**config.mk**
```make
export PLATFORM = sky130hd
export DESIGN_NAME = prim_minimum_spanning_tree
export DESIGN_NICKNAME = d
export VERILOG_FILES = /design/src/sv/pmst_pkg.sv /design/src/sv/pmst_adj_ram.sv /design/src/sv/prim_minimum_spanning_tree.sv
export SDC_FILE = /design/constraint.sdc
export NUM_CORES = 2
export LEC_CHECK = 0
export BUFFER_PORTS_ARGS = -buffer_cell sky130_fd_sc_hd__buf_4
export CORE_MARGIN = 1
export CORE_UTILIZATION = 55
export CTS_CLUSTER_SIZE = 16
export DETAILED_ROUTE_END_ITERATION = 6
export MAX_ROUTING_LAYER = met4
export PLACE_DENSITY = 0.74
export REMOVE_ABC_BUFFERS = 1
export SYNTH_ARGS = -nofsm -noshare
export SYNTH_HDL_FRONTEND = slang
export SYNTH_SLANG_ARGS = --single-unit
export TNS_END_PERCENT = 20
```
**constraint.sdc**
```tcl
create_clock -name clock -period 11.21 [get_ports clock]
set_clock_uncertainty 0.05 [all_clocks]
set_input_delay 0 -clock clock [delete_from_list [all_inputs] [get_ports clock]]
set_output_delay 0 -clock clock [all_outputs]
set_load 0.005 [all_outputs]
```
**src/sv/pmst_pkg.sv**
```systemverilog
// Package for the Prim spanning tree block: field widths, weight constants,
// request and status codes, and the sequencer state type.
// No dependencies; every other file of the block refers to it by scoped names.
`default_nettype none

package pmst_pkg;

   localparam int unsigned MAX_NODES  = 16;
   localparam int unsigned NODE_SLOTS = 16;

   localparam int unsigned NODE_W   = 4;
   localparam int unsigned WEIGHT_W = 14;
   localparam int unsigned COST_W   = 18;
   localparam int unsigned COUNT_W  = 5;
   localparam int unsigned ACTION_W = 2;
   localparam int unsigned STATUS_W = 2;

   localparam logic [WEIGHT_W-1:0] INF_WEIGHT = 14'd9999;
   localparam logic [WEIGHT_W-1:0] MAX_WEIGHT = 14'd9998;

   typedef enum logic [ACTION_W-1:0] {
      ACT_WRITE = 2'd0,
      ACT_CLEAR = 2'd1,
      ACT_RUN   = 2'd2
   } action_type;

   typedef enum logic [STATUS_W-1:0] {
      STS_EDGE   = 2'd0,
      STS_SINGLE = 2'd1,
      STS_DISCON = 2'd2
   } status_type;

   typedef enum logic [2:0] {
      ST_CLEAR,
      ST_IDLE,
      ST_WRITE2,
      ST_PASS,
      ST_END,
      ST_SINGLE
   } state_type;

endpackage

`default_nettype wire

```
**src/sv/pmst_adj_ram.sv**
```systemverilog
// Adjacency matrix storage: one write port and one read port with registered data.
// Depends on pmst_pkg for the weight width.
`default_nettype none

module pmst_adj_ram #(
   parameter int unsigned DEPTH = pmst_pkg::MAX_NODES * pmst_pkg::MAX_NODES,
   localparam int unsigned ADDR_W = $clog2(DEPTH)
) (
   input  wire logic                          clock,
   input  wire logic                          wr_en,
   input  wire logic [ADDR_W-1:0]             wr_addr,
   input  wire logic [pmst_pkg::WEIGHT_W-1:0] wr_data,
   input  wire logic [ADDR_W-1:0]             rd_addr,
   output logic      [pmst_pkg::WEIGHT_W-1:0] rd_data
);

   logic [pmst_pkg::WEIGHT_W-1:0] mem_ff [DEPTH];
   logic [pmst_pkg::WEIGHT_W-1:0] rd_data_ff;

   always_ff @(posedge clock) begin
      if (wr_en) begin
         mem_ff[wr_addr] <= wr_data;
      end
      rd_data_ff <= mem_ff[rd_addr];
   end

   assign rd_data = rd_data_ff;

endmodule

`default_nettype wire

```
**src/sv/prim_minimum_spanning_tree.sv**
```systemverilog
// Prim spanning tree over a stored adjacency matrix, driven by a small sequencer.
// Write edge: stores the weight at (a,b), then at (b,a). Clear: one matrix entry per cycle.
// Run over n nodes: up to n-1 scans of a matrix row, each followed by handing over its
// result; a stalled result holds the run, and a disconnected graph ends it early.
// Reset starts a clearing pass over all MAX_NODES*MAX_NODES entries; req_ready stays low until
// it is done. Requests are taken only while the sequencer is idle.
`default_nettype none

module prim_minimum_spanning_tree #(
   parameter int unsigned MAX_NODES = pmst_pkg::MAX_NODES
) (
   input  wire logic                          clock,
   input  wire logic                          reset,
   input  wire logic                          req_valid,
   output logic                               req_ready,
   input  wire logic [pmst_pkg::ACTION_W-1:0] req_action,
   input  wire logic [pmst_pkg::NODE_W-1:0]   req_node_a,
   input  wire logic [pmst_pkg::NODE_W-1:0]   req_node_b,
   input  wire logic [pmst_pkg::WEIGHT_W-1:0] req_edge_weight,
   output logic                               rsp_valid,
   input  wire logic                          rsp_ready,
   output logic      [pmst_pkg::NODE_W-1:0]   rsp_tree_parent,
   output logic      [pmst_pkg::NODE_W-1:0]   rsp_tree_child,
   output logic      [pmst_pkg::WEIGHT_W-1:0] rsp_tree_weight,
   output logic      [pmst_pkg::COST_W-1:0]   rsp_total_cost,
   output logic      [pmst_pkg::STATUS_W-1:0] rsp_status,
   output logic                               rsp_last,
   input  wire logic                          csr_wr_en,
   input  wire logic [pmst_pkg::COUNT_W-1:0]  csr_wr_data
);

   localparam int unsigned NODE_LIMIT = (MAX_NODES < 16) ? MAX_NODES : 16;
   localparam int unsigned DEPTH      = MAX_NODES * MAX_NODES;
   localparam int unsigned ADDR_W     = $clog2(DEPTH);
   localparam int unsigned NW = pmst_pkg::NODE_W;
   localparam int unsigned WW = pmst_pkg::WEIGHT_W;
   localparam int unsigned CW = pmst_pkg::COUNT_W;
   localparam int unsigned SW = pmst_pkg::COST_W;

   pmst_pkg::state_type state_ff, state_in;

   logic [CW-1:0]     node_count_ff;
   logic [CW-1:0]     n_ff, n_in;
   logic [ADDR_W-1:0] clr_ff, clr_in;
   logic [CW-1:0]     iss_ff, iss_in;
   logic              pv_ff, pv_in;
   logic [NW-1:0]     idx_ff, idx_in;
   logic [NW-1:0]     src_ff, src_in;
   logic              init_ff, init_in;
   logic [CW-1:0]     step_ff, step_in;
   logic [WW-1:0]     min_ff, min_in;
   logic [NW-1:0]     mini_ff, mini_in;
   logic [NW-1:0]     minpar_ff, minpar_in;
   logic [SW-1:0]     cost_ff, cost_in;
   logic [NW-1:0]     wb_a_ff, wb_a_in;
   logic [NW-1:0]     wb_b_ff, wb_b_in;
   logic [WW-1:0]     wb_w_ff, wb_w_in;

   logic                          rsp_valid_ff, rsp_valid_in;
   logic [NW-1:0]                 rsp_parent_ff, rsp_parent_in;
   logic [NW-1:0]                 rsp_child_ff, rsp_child_in;
   logic [WW-1:0]                 rsp_weight_ff, rsp_weight_in;
   logic [SW-1:0]                 rsp_cost_ff, rsp_cost_in;
   logic [pmst_pkg::STATUS_W-1:0] rsp_status_ff, rsp_status_in;
   logic                          rsp_last_ff, rsp_last_in;
   logic                          rsp_load;

   logic          in_tree_ff [pmst_pkg::NODE_SLOTS];
   logic [WW-1:0] dist_ff    [pmst_pkg::NODE_SLOTS];
   logic [NW-1:0] par_ff     [pmst_pkg::NODE_SLOTS];

   logic              mem_we;
   logic [ADDR_W-1:0] mem_waddr;
   logic [WW-1:0]     mem_wdata;
   logic [ADDR_W-1:0] mem_raddr;
   logic [WW-1:0]     mem_rdata;

   logic          proc_we;
   logic          tree_set_we;
   logic [WW-1:0] edge_c;
   logic          cur_tree;
   logic [WW-1:0] cur_d;
   logic [NW-1:0] cur_p;
   logic [WW-1:0] new_d;
   logic [NW-1:0] new_p;
   logic [WW-1:0] sat_w;
   logic          in_range;
   logic [CW-1:0] run_n;
   logic          slot_free;
   logic          last_step;

   pmst_adj_ram #(
      .DEPTH(DEPTH)
   ) u_adj_ram (
      .clock  (clock),
      .wr_en  (mem_we),
      .wr_addr(mem_waddr),
      .wr_data(mem_wdata),
      .rd_addr(mem_raddr),
      .rd_data(mem_rdata)
   );

   assign req_ready = (state_ff == pmst_pkg::ST_IDLE);
   assign slot_free = !rsp_valid_ff || rsp_ready;
   assign last_step = (step_ff == (n_ff - CW'(1)));

   // Working copy of the entry the matrix read returned in this cycle; also request checks.
   always_comb begin
      edge_c   = (mem_rdata == '0) ? pmst_pkg::INF_WEIGHT : mem_rdata;
      cur_tree = init_ff ? 1'b0 : in_tree_ff[idx_ff];
      cur_d    = init_ff ? edge_c : dist_ff[idx_ff];
      cur_p    = init_ff ? '0 : par_ff[idx_ff];
      new_d    = cur_d;
      new_p    = cur_p;
      if (!init_ff && !cur_tree && (cur_d > edge_c)) begin
         new_d = edge_c;
         new_p = src_ff;
      end
      sat_w    = (req_edge_weight > pmst_pkg::MAX_WEIGHT) ? pmst_pkg::MAX_WEIGHT
                                                          : req_edge_weight;
      in_range = (32'(req_node_a) < MAX_NODES) && (32'(req_node_b) < MAX_NODES);
      if (node_count_ff == '0) begin
         run_n = CW'(1);
      end else if (32'(node_count_ff) > NODE_LIMIT) begin
         run_n = CW'(NODE_LIMIT);
      end else begin
         run_n = node_count_ff;
      end
   end

   always_comb begin
      state_in    = state_ff;
      n_in        = n_ff;
      clr_in      = clr_ff;
      iss_in      = iss_ff;
      pv_in       = 1'b0;
      idx_in      = idx_ff;
      src_in      = src_ff;
      init_in     = init_ff;
      step_in     = step_ff;
      min_in      = min_ff;
      mini_in     = mini_ff;
      minpar_in   = minpar_ff;
      cost_in     = cost_ff;
      wb_a_in     = wb_a_ff;
      wb_b_in     = wb_b_ff;
      wb_w_in     = wb_w_ff;
      mem_we      = 1'b0;
      mem_waddr   = clr_ff;
      mem_wdata   = '0;
      mem_raddr   = ADDR_W'(src_ff) * ADDR_W'(MAX_NODES) + ADDR_W'(iss_ff[NW-1:0]);
      proc_we     = 1'b0;
      tree_set_we = 1'b0;
      rsp_load      = 1'b0;
      rsp_parent_in = rsp_parent_ff;
      rsp_child_in  = rsp_child_ff;
      rsp_weight_in = rsp_weight_ff;
      rsp_cost_in   = rsp_cost_ff;
      rsp_status_in = rsp_status_ff;
      rsp_last_in   = rsp_last_ff;

      case (state_ff)
         pmst_pkg::ST_CLEAR: begin
            mem_we    = 1'b1;
            mem_waddr = clr_ff;
            if (clr_ff == ADDR_W'(DEPTH - 1)) begin
               state_in = pmst_pkg::ST_IDLE;
            end else begin
               clr_in = clr_ff + ADDR_W'(1);
            end
         end
         pmst_pkg::ST_IDLE: begin
            if (req_valid) begin
               case (req_action)
                  pmst_pkg::ACT_WRITE: begin
                     if (in_range) begin
                        mem_we    = 1'b1;
                        mem_waddr = ADDR_W'(req_node_a) * ADDR_W'(MAX_NODES)
                                    + ADDR_W'(req_node_b);
                        mem_wdata = sat_w;
                        wb_a_in   = req_node_a;
                        wb_b_in   = req_node_b;
                        wb_w_in   = sat_w;
                        state_in  = pmst_pkg::ST_WRITE2;
                     end
                  end
                  pmst_pkg::ACT_CLEAR: begin
                     clr_in   = '0;
                     state_in = pmst_pkg::ST_CLEAR;
                  end
                  pmst_pkg::ACT_RUN: begin
                     n_in = run_n;
                     if (run_n == CW'(1)) begin
                        state_in = pmst_pkg::ST_SINGLE;
                     end else begin
                        iss_in   = CW'(1);
                        src_in   = '0;
                        init_in  = 1'b1;
                        min_in   = pmst_pkg::INF_WEIGHT;
                        cost_in  = '0;
                        step_in  = CW'(1);
                        state_in = pmst_pkg::ST_PASS;
                     end
                  end
                  default: begin
                  end
               endcase
            end
         end
         pmst_pkg::ST_WRITE2: begin
            mem_we    = 1'b1;
            mem_waddr = ADDR_W'(wb_b_ff) * ADDR_W'(MAX_NODES) + ADDR_W'(wb_a_ff);
            mem_wdata = wb_w_ff;
            state_in  = pmst_pkg::ST_IDLE;
         end
         pmst_pkg::ST_PASS: begin
            // Reads are issued one node ahead of the update that consumes them.
            if (iss_ff < n_ff) begin
               pv_in  = 1'b1;
               idx_in = iss_ff[NW-1:0];
               iss_in = iss_ff + CW'(1);
            end
            if (pv_ff) begin
               proc_we = 1'b1;
               if (!cur_tree && (new_d < min_ff)) begin
                  min_in    = new_d;
                  mini_in   = idx_ff;
                  minpar_in = new_p;
               end
            end
            if ((iss_ff == n_ff) && !pv_ff) begin
               state_in = pmst_pkg::ST_END;
            end
         end
         pmst_pkg::ST_END: begin
            if (slot_free) begin
               rsp_load = 1'b1;
               if (min_ff == pmst_pkg::INF_WEIGHT) begin
                  rsp_parent_in = '0;
                  rsp_child_in  = '0;
                  rsp_weight_in = '0;
                  rsp_cost_in   = cost_ff;
                  rsp_status_in = pmst_pkg::STS_DISCON;
                  rsp_last_in   = 1'b1;
                  state_in      = pmst_pkg::ST_IDLE;
               end else begin
                  cost_in       = cost_ff + SW'(min_ff);
                  tree_set_we   = 1'b1;
                  rsp_parent_in = minpar_ff;
                  rsp_child_in  = mini_ff;
                  rsp_weight_in = min_ff;
                  rsp_cost_in   = cost_ff + SW'(min_ff);
                  rsp_status_in = pmst_pkg::STS_EDGE;
                  rsp_last_in   = last_step;
                  if (last_step) begin
                     state_in = pmst_pkg::ST_IDLE;
                  end else begin
                     src_in   = mini_ff;
                     iss_in   = CW'(1);
                     init_in  = 1'b0;
                     min_in   = pmst_pkg::INF_WEIGHT;
                     step_in  = step_ff + CW'(1);
                     state_in = pmst_pkg::ST_PASS;
                  end
               end
            end
         end
         pmst_pkg::ST_SINGLE: begin
            if (slot_free) begin
               rsp_load      = 1'b1;
               rsp_parent_in = '0;
               rsp_child_in  = '0;
               rsp_weight_in = '0;
               rsp_cost_in   = '0;
               rsp_status_in = pmst_pkg::STS_SINGLE;
               rsp_last_in   = 1'b1;
               state_in      = pmst_pkg::ST_IDLE;
            end
         end
         default: begin
            state_in = pmst_pkg::ST_IDLE;
         end
      endcase

      rsp_valid_in = rsp_load || (rsp_valid_ff && !rsp_ready);
   end

   always_ff @(posedge clock) begin
      if (reset) begin
         state_ff      <= pmst_pkg::ST_CLEAR;
         clr_ff        <= '0;
         node_count_ff <= CW'(1);
         pv_ff         <= 1'b0;
         rsp_valid_ff  <= 1'b0;
      end else begin
         state_ff     <= state_in;
         clr_ff       <= clr_in;
         pv_ff        <= pv_in;
         rsp_valid_ff <= rsp_valid_in;
         if (csr_wr_en) begin
            node_count_ff <= csr_wr_data;
         end
      end
   end

   always_ff @(posedge clock) begin
      n_ff      <= n_in;
      iss_ff    <= iss_in;
      idx_ff    <= idx_in;
      src_ff    <= src_in;
      init_ff   <= init_in;
      step_ff   <= step_in;
      min_ff    <= min_in;
      mini_ff   <= mini_in;
      minpar_ff <= minpar_in;
      cost_ff   <= cost_in;
      wb_a_ff   <= wb_a_in;
      wb_b_ff   <= wb_b_in;
      wb_w_ff   <= wb_w_in;
      rsp_parent_ff <= rsp_parent_in;
      rsp_child_ff  <= rsp_child_in;
      rsp_weight_ff <= rsp_weight_in;
      rsp_cost_ff   <= rsp_cost_in;
      rsp_status_ff <= rsp_status_in;
      rsp_last_ff   <= rsp_last_in;
   end

   always_ff @(posedge clock) begin
      if (proc_we) begin
         dist_ff[idx_ff] <= new_d;
         par_ff[idx_ff]  <= new_p;
         if (init_ff) begin
            in_tree_ff[idx_ff] <= 1'b0;
         end
      end
      if (tree_set_we) begin
         in_tree_ff[mini_ff] <= 1'b1;
      end
   end

   assign rsp_valid       = rsp_valid_ff;
   assign rsp_tree_parent = rsp_parent_ff;
   assign rsp_tree_child  = rsp_child_ff;
   assign rsp_tree_weight = rsp_weight_ff;
   assign rsp_total_cost  = rsp_cost_ff;
   assign rsp_status      = rsp_status_ff;
   assign rsp_last        = rsp_last_ff;

   a_issue_bound: assert property (@(posedge clock) disable iff (reset)
      (state_ff == pmst_pkg::ST_PASS) |-> (iss_ff <= n_ff))
      else $error("scan counter ran past the node count");

   a_pipe_in_pass: assert property (@(posedge clock) disable iff (reset)
      pv_ff |-> (state_ff == pmst_pkg::ST_PASS))
      else $error("pending matrix read outside a scan");

   a_run_blocks: assert property (@(posedge clock) disable iff (reset)
      (req_valid && req_ready && (req_action == pmst_pkg::ACT_RUN)) |=> !req_ready)
      else $error("request taken while a run is in progress");

   a_end_is_last: assert property (@(posedge clock) disable iff (reset)
      (rsp_valid_ff && (rsp_status_ff != pmst_pkg::STS_EDGE)) |-> rsp_last_ff)
      else $error("run-ending status without last flag");

   a_finite_edge: assert property (@(posedge clock) disable iff (reset)
      (rsp_valid_ff && (rsp_status_ff == pmst_pkg::STS_EDGE))
      |-> (rsp_weight_ff < pmst_pkg::INF_WEIGHT))
      else $error("tree edge reported with infinite weight");

endmodule

`default_nettype wire
```
==> Word level (Yosys, flattened, before mapping) <==
Memories as Yosys holds them, arrays and structs flattened. A register that Yosys moved wholly into a read port is not among the register bits.
Cells that the tools add are included.
{ "op_classes": {"multipliers": 0, "n_mux": 117, "bitwise_logic": 1, "order_cmp": 5, "shift": 0, "div_mod_pow": 0, "addsub": 8, "eq_ne": 27, "reduce_logical": 35} }
{ "op_table": {"columns": ["operator", "n"], "rows": [
  ["14-bit 2-to-1 mux", 17],
  ["18-bit 2-to-1 mux", 6],
  ["18-bit case mux with 2 select lines", 2],
  ["4-bit 2-to-1 mux", 17],
  ["5-bit 2-to-1 mux", 12],
  ["14-bit case mux with 2 select lines", 2],
  ["14-bit case mux with 3 select lines", 1],
  ["8-bit 2-to-1 mux", 5],
  ["8-bit case mux with 2 select lines", 2],
  ["1-bit 2-to-1 mux", 31],
  ["8-bit by 4-bit adder with 8-bit output", 3],
  ["2-bit inequality test (second input constant)", 12],
  ["4-bit case mux with 2 select lines", 3],
  ["18-bit by 14-bit adder with 18-bit output", 1],
  ["3-bit 2-to-1 mux", 6],
  ["3-bit case mux with 5 select lines", 1],
  ["5-bit case mux with 3 select lines", 1],
  ["14-bit equality test (second input constant)", 1],
  ["14-bit greater-than comparator", 1],
  ["14-bit greater-than comparator (second input constant)", 1],
  ["14-bit zero test", 1],
  ["14-bit less-than comparator", 1],
  ["3-bit AND reduction", 4],
  ["5-bit by 1-bit adder with 5-bit output (second input constant)", 2],
  ["37 further kinds", 60]
]} }
{ "totals": {"memories": 4, "inputBits": 34, "regBits": 147, "word_cells": 221, "mem_bits_rw": 3888, "latch_bits": 0, "rom_bits": 0} }
{ "mem_list": {"columns": ["name", "words", "width", "read_ports", "rd_clocked_by_memory_dff", "wr", "line", "rtl"], "rows": [
  ["u_adj_ram.mem_ff", 256, 14, 1, 1, 1, "pmst_adj_ram.sv:17", "logic [pmst_pkg::WEIGHT_W-1:0] mem_ff [DEPTH];"],
  ["dist_ff", 16, 14, 1, 1, 1, "prim_minimum_spanning_tree.sv:69", "logic [WW-1:0] dist_ff [pmst_pkg::NODE_SLOTS];"],
  ["par_ff", 16, 4, 1, 1, 1, "prim_minimum_spanning_tree.sv:70", "logic [NW-1:0] par_ff [pmst_pkg::NODE_SLOTS];"],
  ["in_tree_ff", 16, 1, 1, 1, 1, "prim_minimum_spanning_tree.sv:68", "logic in_tree_ff [pmst_pkg::NODE_SLOTS];"]
]} }

==> Depth between registers and ports, before layout <==
{ "depth": {"ltp_word": 11, "mapped_depth": 23, "mapped_depth_nobuf": 20} }

==> Modules after synthesis <==
Synthesis repeated with hierarchy kept, for this count alone.
{ "hier_totals": {"hier_cells": 7439, "hier_area_um2": 158991.2} }
{ "modules_own_cells": {"columns": ["module", "instances", "cells_each", "seq_area_each_um2", "area_each_um2"], "rows": [
  ["pmst_adj_ram", 1, 6142, 107903.5, 138816.9],
  ["prim_minimum_spanning_tree", 1, 1297, 13442.9, 20174.3]
]} }

==> Least setup slack after synthesis <==
Ideal clock, no wire load.
{ "synth_timing": {"path_type": "reg2reg", "from": "reg (tool-made name)", "to": "reg min_ff[0] (enable)", "path_stages_with_launch": 23, "slack_ns": 4.415, "arrival_ns": 6.338, "required_time_ns": 10.753, "n_path_buf": 4, "path_cell_list": "dfxtp_1 -> buf_2 -> buf_2 -> buf_1 -> mux4_2 -> mux4_2 -> mux2i_1 -> inv_1 -> ha_1 -> nand2_1 -> nor4_1 -> o31ai_1 -> a211oi_1 -> buf_4 -> mux2i_1 -> ha_1 -> a21o_1 -> a21o_1 -> a21oi_1 -> nor2b_1 -> nor2b_1 -> a311oi_1 -> a211oi_1"} }
{ "synth_rtl": {"columns": ["item", "line", "rtl"], "rows": [
  ["to (signal assigned)", "prim_minimum_spanning_tree.sv:313", "min_ff <= min_in;"],
  ["to (decl)", "prim_minimum_spanning_tree.sv:51", "logic [WW-1:0] min_ff, min_in;"]
]} }

==> out/results.tsv <==
metric	value	unit
worstSkewPairLatency	0.93	ns
p_sw_share	20.6	%
grt_pass1_wl	547000	um
power_frac_seq	53.6	%
grt_max_degree	224	
fin_crit_sh	75.6	%
grt_overflow	0	
dr.pass1.iters	7	
setup_viol	0	
path_clk_slew	0.06	ns
r2r_setup_slack	2.73	ns
numCtsBuffers	396	
nFillCells	17900	
powerDensity	175	nW/um^2
die_w	536	um
ys_warn_count	0	
busiest_layer	met2	
crit_path_start_kind	register	
multiInputGateArea	34100	sq um
drc	1	
ys_ff_latch	4053	
grtUsageMet1	37.4	%
ios	79	
endpoint	min_ff[6]	
pre_cts_slack	2.55	ns
crit_required	11.69	ns
grt_usage	27.6	%
nets	7334	
port-buffer-count	78	
hold_viol	0	
ys_types	69	
dieArea	287000	sq um
worstMarginPinSlew	1.61	ns
cap_violations	0	
max_freq	118	MHz
cts_root_buf	clkbuf_16	
leakage	56.5	nW
cts_tree	yes	
drive_gt1_share	30.4	%
dp.final_hpwl	214000	um
coreArea	283000	sq um
period_needed	8.48	ns
grt_pass1_vias	75300	
antenna_found_initial	25	
timing.rr.end	min_ff[6]	
gp_congestion	0.876	
area_growth	12.9	%
cts_sinks	4053	
synth_seq_area_share	77.4	%
cp_data_arrival_time	8.95	ns
r2r_cells	18	
drt-total-wl	383000	um
synth-edff-count	4017	
met3_usage	6.31	%
grt_use_met2	41.3	%
clockBufferDepth	4	
avgViaCountPerCell	6.65	
p_int	0.0246	W
rows	195	
seqCellArea	121000	sq um
wl_per_cell	33.8	um
violations	DRC, slew limit	
maxSlewViolCount	65	
power.switching	0.00637	W
vias	75400	
hp-start	req_edge_weight[13]	
syn_area	157000	sq um
status	finished with violations	
synthCells	6759	
p_clk_share	42.8	%
ctsHtreeMaxLevel	5	
fin_ws	2.73	ns
p_comb_share	3.6	%
hold_path_class	primary input to register	
start_util	55.4	%
endpoint_kind	register	
synth_ff_type	edfxtp_1	
cp_max_fo	56	
post_cts_buffers	0	
critPathKind	register to register	
syn_avg_cell_area	23.2	sq um
drt-initial-drc-count	10700	
power	0.0310	W
slew_headroom	-7.54	%
async_flop_share	0	%
die_h	536	um
ir_drop	0.130	mV
ant_nets	0	
rsz0062_at_grt	no	
-- final cells by class --
type                            count  share of cell area, %
Clock buffer                      482                   5.90
Inverter                           61                  0.131
Antenna cell                       24                 0.0339
Tap cell                         3743                   2.65
Clock inverter                    236                   1.36
Sequential cell                  4053                   68.6
Timing Repair Buffer              442                   2.10
Multi-Input combinational cell   2292                   19.2
-- routing by layer --
metal	up-vias	part of all wire [%]
li1	29800	-
met4	0	4.4
met2	4878	47
met5	-	0
met1	39900	37
met3	775	11
-- how the worst min path moves through the flow --
stage,end,depth (start not counted)
2_1_floorplan,rsp_valid,1
5_1_grt,wb_w_ff[11],3
4_1_cts,wb_w_ff[12],3
6_report,wb_w_ff[12],3
3_5_place_dp,wb_b_ff[1],1
3_3_place_gp,wb_b_ff[0],1
-- flip-flops by register name, summed over array words and instances (netlist names), 8 cells and up, named ones only --
register,flops
in_tree_ff,16
min_ff,14
dist_ff,224
cost_ff,18
rsp_tree_weight,14
par_ff,64
wb_w_ff,14
u_adj_ram.mem_ff,3584
rsp_total_cost,18
clr_ff,8
u_adj_ram.rd_data,14
-- repair_timing --
action | in CTS | in global routing
endpoints found under the hold margin | 454 | 0
gates resized for setup | 0 | 0
hold buffers | 85 | 0
-- through the flow --
| stage | utilization [%] | TNS, ns | hold WS (ns) | instances | area, sq um |
|---|---|---|---|---|---|
| 2_1_floorplan | - | -934.21 | 0.0191 | 6406 | 155000 |
| 3_3_place_gp | 57.7 | 0 | 0.156 | 10500 | 163000 |
| 3_5_place_dp | 57.7 | 0 | 0.152 | 10500 | 163000 |
| 4_1_cts | 62.6 | 0 | 0.0103 | 11300 | 177000 |
| 5_1_grt | 62.6 | 0 | 0.0777 | 11300 | 177000 |
| 6_report | 62.6 | 0 | 0.0666 | 11300 | 177000 |
-- kinds of logic after synthesis --
kind of cell / synth area share [%]
simple gates: 2.05
compound gates: 1.11
flops: 77.4
xor+xnor: 0.140
buf+inv: 1.20
fa+ha+maj: 0.436
mux: 17.7
-- cell usage after synthesis (6+ instances only) --
| master | n | area, sq um |
|---|---|---|
| a211oi_1 | 10 | 75.1 |
| a21o_1 | 9 | 67.6 |
| a21oi_1 | 33 | 165 |
| a222oi_1 | 8 | 80.1 |
| a22o_1 | 16 | 140 |
| a31oi_1 | 14 | 87.6 |
| and2_1 | 30 | 188 |
| and3_1 | 7 | 43.8 |
| buf_1 | 49 | 184 |
| buf_2 | 177 | 886 |
| buf_4 | 20 | 150 |
| clkbuf_1 | 103 | 387 |
| dfxtp_1 | 36 | 721 |
| edfxtp_1 | 4017 | 121000 |
| ha_1 | 53 | 663 |
| inv_1 | 56 | 210 |
| mux2_2 | 10 | 113 |
| mux2i_1 | 28 | 280 |
| mux4_2 | 1213 | 27300 |
| nand2_1 | 66 | 248 |
| nand2b_1 | 32 | 200 |
| nand3_1 | 23 | 115 |
| nand4_1 | 15 | 93.8 |
| nor2_1 | 407 | 1530 |
| nor2b_1 | 22 | 138 |
| nor3_1 | 24 | 120 |
| nor4_1 | 7 | 43.8 |
| o21a_1 | 7 | 52.6 |
| o21ai_0 | 26 | 130 |
| o22ai_1 | 116 | 726 |
| o31ai_1 | 6 | 45.0 |
| or4_1 | 30 | 225 |
| xnor2_1 | 7 | 61.3 |
| xor2_1 | 18 | 158 |
-- power by group through the flow --
stage	sequential (W)	clock, W	combinational, W
floorplan	0.0170	0	0.00119
global placement	0.0169	0	0.00104
detailed placement	0.0169	0	0.00106
CTS	0.0166	0.0134	0.00110
global route	0.0166	0.0139	0.00115
finish	0.0166	0.0133	0.00112
-- placed cells by master, fill, tap and decap left out, drive strengths merged, types with 33 or more instances in the layout --
master       Yosys  final
edfxtp        4017   4017
dlygate4sd3      0     85
clkbuf         103    482
mux4          1213   1213
buf            250    357
a21oi           33     33
ha              53     53
clkinv           0    163
o22ai          116    116
inv             61     79
nand2           70     70
nor2           408    408
bufinv           0     43
dfxtp           36     36
-- worst max-delay path, stage by stage, from the launching register on --
cell	delay, ns
dfxtp_4	1.12
buf_4	0.49
mux4_2	0.55
mux4_2	0.48
mux2_2	0.29
ha_1	0.28
nand2_1	0.07
nor4_1	0.46
o31ai_1	0.21
a211oi_4	0.63
buf_4	0.34
mux2i_1	1.04
ha_1	0.40
nand3_1	0.10
o22ai_1	0.09
o21a_1	0.17
o211ai_1	0.21
a31oi_1	0.14
a211oi_2	0.91
Note: power is estimated with default switching activity, not from simulation.
